==> src/rtl/mtdc_pkg.sv <==
// Shared constants and the divider step function of the track duplicate classifier.
package mtdc_pkg;

  // Number of input features of the hidden layer and entries per hidden row.
  localparam int NUM_FEATURES = 3;
  localparam int HIDDEN_ROW = NUM_FEATURES + 1;

  // Width of one Q8.8 feature and of the logit result.
  localparam int FEAT_BITS = 16;
  localparam int LOGIT_BITS = 24;
  localparam int LOGIT_MAX = 8388607;
  localparam int LOGIT_MIN = -8388608;

  // Divider: four quotient bits per stage over a sixteen-bit quotient.
  localparam int DIV_BITS_PER_STAGE = 4;
  localparam int DIV_STAGES = FEAT_BITS / DIV_BITS_PER_STAGE;

  // Configuration register indexes.
  localparam logic [0:0] REG_DECISION_LOGIT = 1'b0;

  // Action codes of an input beat.
  localparam logic ACT_WRITE    = 1'b0;
  localparam logic ACT_CLASSIFY = 1'b1;

  // Four restoring division steps; returns the new remainder and four quotient bits.
  function automatic logic [11:0] div_step4(logic [7:0] rem, logic [3:0] bits,
                                            logic [7:0] dof);
    logic [8:0] r;
    logic [7:0] rr;
    logic [3:0] q;
    rr = rem;
    q = '0;
    for (int i = 3; i >= 0; i--) begin
      r = {rr, bits[i]};
      if (r >= {1'b0, dof}) begin
        r = r - {1'b0, dof};
        q[i] = 1'b1;
      end
      rr = r[7:0];
    end
    return {rr, q};
  endfunction

endpackage

==> src/rtl/mtdc_div.sv <==
// Pipelined chi-square per degree of freedom divider with saturation to the Q8.8 maximum.
module mtdc_div (
  input  logic        clk_i,
  input  logic        en_i,
  input  logic [23:0] chi2_sum_i,
  input  logic [7:0]  dof_count_i,
  output logic [mtdc_pkg::FEAT_BITS-1:0] quot_o
);
  import mtdc_pkg::*;

  logic [7:0]  rem_q  [DIV_STAGES];
  logic [15:0] low_q  [DIV_STAGES];
  logic [15:0] quo_q  [DIV_STAGES];
  logic [7:0]  dof_q  [DIV_STAGES];
  logic        sat_q  [DIV_STAGES];

  logic [7:0]  rem_in [DIV_STAGES];
  logic [15:0] low_in [DIV_STAGES];
  logic [15:0] quo_in [DIV_STAGES];
  logic [7:0]  dof_in [DIV_STAGES];
  logic        sat_in [DIV_STAGES];
  logic [11:0] step   [DIV_STAGES];

  // Stage inputs; the quotient overflows sixteen bits exactly when the top byte reaches dof.
  always_comb begin
    for (int s = 0; s < DIV_STAGES; s++) begin
      if (s == 0) begin
        rem_in[s] = chi2_sum_i[23:16];
        low_in[s] = chi2_sum_i[15:0];
        quo_in[s] = '0;
        dof_in[s] = dof_count_i;
        sat_in[s] = (chi2_sum_i[23:16] >= dof_count_i);
      end else begin
        rem_in[s] = rem_q[s-1];
        low_in[s] = low_q[s-1];
        quo_in[s] = quo_q[s-1];
        dof_in[s] = dof_q[s-1];
        sat_in[s] = sat_q[s-1];
      end
      step[s] = div_step4(rem_in[s], low_in[s][15:12], dof_in[s]);
    end
  end

  // Stage registers.
  always_ff @(posedge clk_i) begin
    if (en_i) begin
      for (int s = 0; s < DIV_STAGES; s++) begin
        rem_q[s] <= step[s][11:4];
        low_q[s] <= {low_in[s][11:0], 4'b0000};
        quo_q[s] <= {quo_in[s][11:0], step[s][3:0]};
        dof_q[s] <= dof_in[s];
        sat_q[s] <= sat_in[s];
      end
    end
  end

  assign quot_o = sat_q[DIV_STAGES-1] ? '1 : quo_q[DIV_STAGES-1];

endmodule

==> config.mk <==
export PLATFORM = sky130hd
export DESIGN_NAME = mtdc_div
export DESIGN_NICKNAME = d
export VERILOG_FILES = /design/src/rtl/mtdc_pkg.sv /design/src/rtl/mtdc_div.sv
export SDC_FILE = /design/constraint.sdc
export NUM_CORES = 1
export LEC_CHECK = 0
export ABC_AREA = 1
export ABC_CLOCK_PERIOD_IN_PS = 13800
export BUFFER_PORTS_ARGS = -buffer_cell sky130_fd_sc_hd__clkbuf_2
export CAP_MARGIN = 20
export CORE_ASPECT_RATIO = 0.7
export CORE_UTILIZATION = 65
export CTS_CLUSTER_DIAMETER = 150
export CTS_CLUSTER_SIZE = 20
export DETAILED_ROUTE_END_ITERATION = 7
export MAX_ROUTING_LAYER = met4
export PLACE_DENSITY = 0.8
export SKIP_CTS_REPAIR_TIMING = 1
export SLEW_MARGIN = 15
export SYNTH_ARGS = -nofsm -noshare
export SYNTH_HDL_FRONTEND = slang
export SYNTH_SLANG_ARGS = --single-unit
==> constraint.sdc <==
create_clock -name clk_i -period 13.8 [get_ports clk_i]
set_input_delay 2.76 -clock clk_i [delete_from_list [all_inputs] [get_ports clk_i]]
set_output_delay 2.76 -clock clk_i [all_outputs]
set_load 0.01 [all_outputs]
### Yosys cells after proc, flatten, opt, wreduce, memory -nomap -nowiden

Memory sizes are Yosys's and may differ from the RTL's.
Cells that the tools add are included.

| operators by class | value |
|---|---|
| multiplexer cells | 35 |
| $add $sub $neg | 16 |
| $lt $le $gt $ge | 17 |

Operator list:

| operator | number |
|---|---|
| $ge 9x8->1 | 16 |
| $mux 8 | 16 |
| $sub 8x8->8 | 16 |
| $mux 1 | 18 |
| $mux 16 | 1 |
| $ge 8x8->1 | 1 |

| word-level totals | value |
|---|---|
| output and inout port bits | 16 |
| register bits after elaboration | 0 |
| RAM bits | 180 |
| memories kept | 5 |
| input bits | 34 |

Memories:

| name | words | bits a word | rd ports | clocked after memory_dff | wr ports | RTL line | source |
|---|---|---|---|---|---|---|---|
| quo_q | 4 | 16 | 4 | 0 | 4 | mtdc_div.sv:13 | `logic [15:0] quo_q [DIV_STAGES];` |
| low_q | 4 | 12 | 3 | 0 | 4 | mtdc_div.sv:12 | `logic [15:0] low_q [DIV_STAGES];` |
| dof_q | 4 | 8 | 3 | 0 | 4 | mtdc_div.sv:14 | `logic [7:0] dof_q [DIV_STAGES];` |
| rem_q | 4 | 8 | 3 | 0 | 4 | mtdc_div.sv:11 | `logic [7:0] rem_q [DIV_STAGES];` |
| sat_q | 4 | 1 | 4 | 0 | 4 | mtdc_div.sv:15 | `logic sat_q [DIV_STAGES];` |

### Depth between registers and ports, before layout

An unclocked memory read counts as a cell.

| logic depth | value |
|---|---|
| depth in word-level cells | 9 |
| gate-level depth with buffers | 45 |

### Least setup slack after synthesis

Ideal clock, no wire load.

| timing path | value |
|---|---|
| kind | input port to flip-flop |
| start point | in dof_count_i[1] |
| end point | mem rem_q[0][1] (data pin) |
| setup time | 0.253 ns |
| arrival time | 7.946 ns |
| path slack | 5.601 ns |
| stages on the path | 39 |
| path buffers | 0 |
| data required time | 13.547 ns |
| cell sequence | inv_1 -> ha_1 -> nand2_1 -> nor2_1 -> nand2_1 -> nand3_2 -> nand2_2 -> nand2_4 -> o21ai_0 -> inv_1 -> ha_1 -> nand2_1 -> o21ai_0 -> nand4_1 -> nand3_1 -> nand2_2 -> nand3_4 -> nand2_1 -> [3 not listed] -> o21ai_0 -> nand4_1 -> nand2_1 -> a21boi_2 -> nand3_4 -> nand2_1 -> nand2_1 -> ha_1 -> a21oi_1 -> nand2_1 -> nand2_1 -> o211ai_1 -> nand2_1 -> nand3_1 -> inv_1 -> nand3_4 -> nand2_1 -> nand2_1 |

RTL lines:

| element | RTL line | source |
|---|---|---|
| start: declaration | mtdc_div.sv:6 | `input logic [7:0] dof_count_i,` |
| end: declaration | mtdc_div.sv:11 |  |

==> results.sh <==
export IMPL_status="completed"
export IMPL_finalCritPeriodShare=0.663
export IMPL_grt_overflow=0
export IMPL_critical_path_class="primary input to register"
export IMPL_die_x_um=159
export IMPL_die_area_um2=17800
export IMPL_io_pins=50
export IMPL_root_buffer="clkbuf_16"
export IMPL_synth_area_um2=11200
export IMPL_cts_sinks=116
export IMPL_drt_pass1_iterations=8
export IMPL_numCtsBuffers=17
export IMPL_clkLatencyLatePin_ps=430
export IMPL_maxCapViolCount=0
export IMPL_skew_ps=10.5
export IMPL_ys_flop_type="edfxtp_1"
export IMPL_vias_per_cell=5.70
export IMPL_clkTransAtPathRegs_ps=60
export IMPL_ys_warn_count=0
export IMPL_cts_tree="done"
export IMPL_initial_core_util=0.677
export IMPL_antennaDiodeCount=0
export IMPL_layout_commonest_cell="nand2_1"
export IMPL_cts_htree_levels=4
export IMPL_synth_yosys_seq_area_share=0.310
export IMPL_cp_slowest_cell="o21ai_0"
export IMPL_drive_gt1_frac=0.140
export IMPL_startpoint_type="primary input"
export IMPL_instances_no_fill=1684
export IMPL_syn_avg_cell_area_um2=8.12
export IMPL_routabilityCongestion=0.974
export IMPL_synth_enable_flop_cells=116
export IMPL_layout_common_cells="nand2_1, inv_1, ha_1"
export IMPL_crit_required_ps=13980
export IMPL_clk_path_buf_depth=2
export IMPL_wl_mm=27.1
export IMPL_setup_viol=0
export IMPL_ys_ff_latch=116
export IMPL_syn_inst=1383
export IMPL_rsz0062_at_grt="false"
export IMPL_grt_pass1_vias=8872
export IMPL_tns_ps=0
export IMPL_grt_max_degree=70
export IMPL_report_final_slew_viol_count=0
export IMPL_synthArstFlopShare=0
export IMPL_wl_per_cell_um=16.1
export IMPL_hold_path_class="register to register"
export IMPL_nets=1631
export IMPL_hold_violations=0
export IMPL_path_max_fanout=10
export IMPL_core_area_um2=16600
export IMPL_crit_arrival_ps=9330
export IMPL_grt_pass1_wl_mm=44.4
export IMPL_antenna_left=0
export IMPL_drc=0
export IMPL_areaGrowthSynthToFinish_pct=9.43
export IMPL_critPathMaxStageDelay_ps=530
export IMPL_syn_num_nets=1568
export IMPL_ys_types=59
export IMPL_dp_cells=1652
export IMPL_die_y_um=112
export IMPL_worst_path_buf_inv=4
export IMPL_worstMarginPinSlew_ps=873
export IMPL_crit_path_end_kind="register"
export IMPL_fmax_mhz=109
export IMPL_fp_row_count=39
export IMPL_crit_family="simple AND/OR/NAND/NOR gates"
export IMPL_globalRouteTotalUtil=0.329
export IMPL_io_buffers=49
export IMPL_crit_top_cell="nand2_1"
export IMPL_num_vias=9604
export IMPL_dpl_hpwl_mm=21.2
export IMPL_period_minus_slack_ps=9150
export IMPL_slew_headroom=0.418
export IMPL_drt_iter0_drc=1067
export IMPL_antenna_found_initial=0
[worst register-to-register path: cells and delay by family, from the launching register on]
family / cells / cell delay, ps
fa+ha+maj: 4 / 1440
flops: 1 / 540
buf+inv: 4 / 500
simple gates: 20 / 2570
compound gates: 10 / 2460
[state kept, by name, indices dropped and copies added (netlist names)]
name and count:
rem_q 24, quo_q 40, low_q 24, dof_q 24, sat_q 4
[routing by layer]
metal,vias up,GRT usage,wire length [um]
met1,4403,0.478,13400
met3,48,0.0741,2380
met5,-,-,0
met2,405,0.461,11000
met4,0,0.0776,398
li1,4748,-,-
[worst paths after layout]
kind | start | to | slack [ps] | depth (start not counted)
min reg2reg | low_q[1][7] | low_q[2][11] | 420 | 0
min | low_q[1][7] | low_q[2][11] | 420 | 0
max reg2reg | dof_q[1][1] | rem_q[2][6] | 6120 | 38
max | dof_count_i[1] | rem_q[0][5] | 4650 | 40
[per-stage QoR]
step	util	setup slack (ps)	hold slack, ps	area, um2
finish	0.740	4650	418	12300
global route	0.740	4100	424	12300
CTS	0.740	4830	418	12300
detailed placement	0.706	4370	405	11700
global placement	0.706	4660	400	11700
floorplan	-	5600	400	11200
[cell families (layout without fill, tap and decap cells)]
kind of cell	after synthesis	in the layout	share of synthesized area
buffers and inverters	216	292	0.0751
xor gates and xnor gates	73	73	0.0569
muxes	1	1	0.00100
DFF	116	116	0.310
and+or+nand+nor	652	652	0.287
AOI/OAI and AO/OA	174	174	0.0918
adders and majority gates	151	151	0.178
[cell usage after synthesis (2+ instances only)]
library cell | n | area share
o311ai_0 | 2 | 0.0016
a211oi_1 | 2 | 0.0013
o21ai_2 | 8 | 0.0062
fa_1 | 15 | 0.027
nor3_2 | 2 | 0.0018
nor2_2 | 5 | 0.0028
a31oi_1 | 4 | 0.0022
o21a_1 | 2 | 0.0013
inv_1 | 200 | 0.067
nand2_1 | 364 | 0.12
ha_1 | 136 | 0.15
nand3_1 | 83 | 0.037
a21oi_1 | 90 | 0.040
edfxtp_1 | 116 | 0.31
nand3_2 | 6 | 0.0053
buf_2 | 2 | 0.00089
nand4_2 | 3 | 0.0033
xor2_1 | 41 | 0.032
nor2_4 | 5 | 0.0050
o211ai_1 | 6 | 0.0040
a21oi_2 | 5 | 0.0039
xnor2_1 | 32 | 0.025
nand4_1 | 18 | 0.010
nand3b_1 | 12 | 0.0080
nand3_4 | 6 | 0.0094
or2_2 | 22 | 0.012
o21ai_1 | 5 | 0.0022
nand2_4 | 14 | 0.014
o21ai_0 | 36 | 0.016
inv_2 | 9 | 0.0030
nand2_2 | 23 | 0.013
a21o_1 | 2 | 0.0013
a21boi_0 | 4 | 0.0027
nor3_1 | 11 | 0.0049
or2_0 | 2 | 0.0011
nand2_8 | 4 | 0.0071
a21oi_4 | 2 | 0.0029
nor2_1 | 63 | 0.021
[area by class of cell]
| class | count | area (um2) |
|---|---|---|
| clock buffer | 17 | 425 |
| multi-input combinational | 1051 | 6900 |
| timing repair buffer | 50 | 255 |
| clock inverter | 15 | 149 |
| sequential | 116 | 3480 |
| tap | 225 | 282 |
| fill | 1256 | 4310 |
| inverter | 210 | 791 |
Power is left out: the tool's default activity adds up to more than one toggle a clock period on the data nets, which glitch-free logic cannot reach.
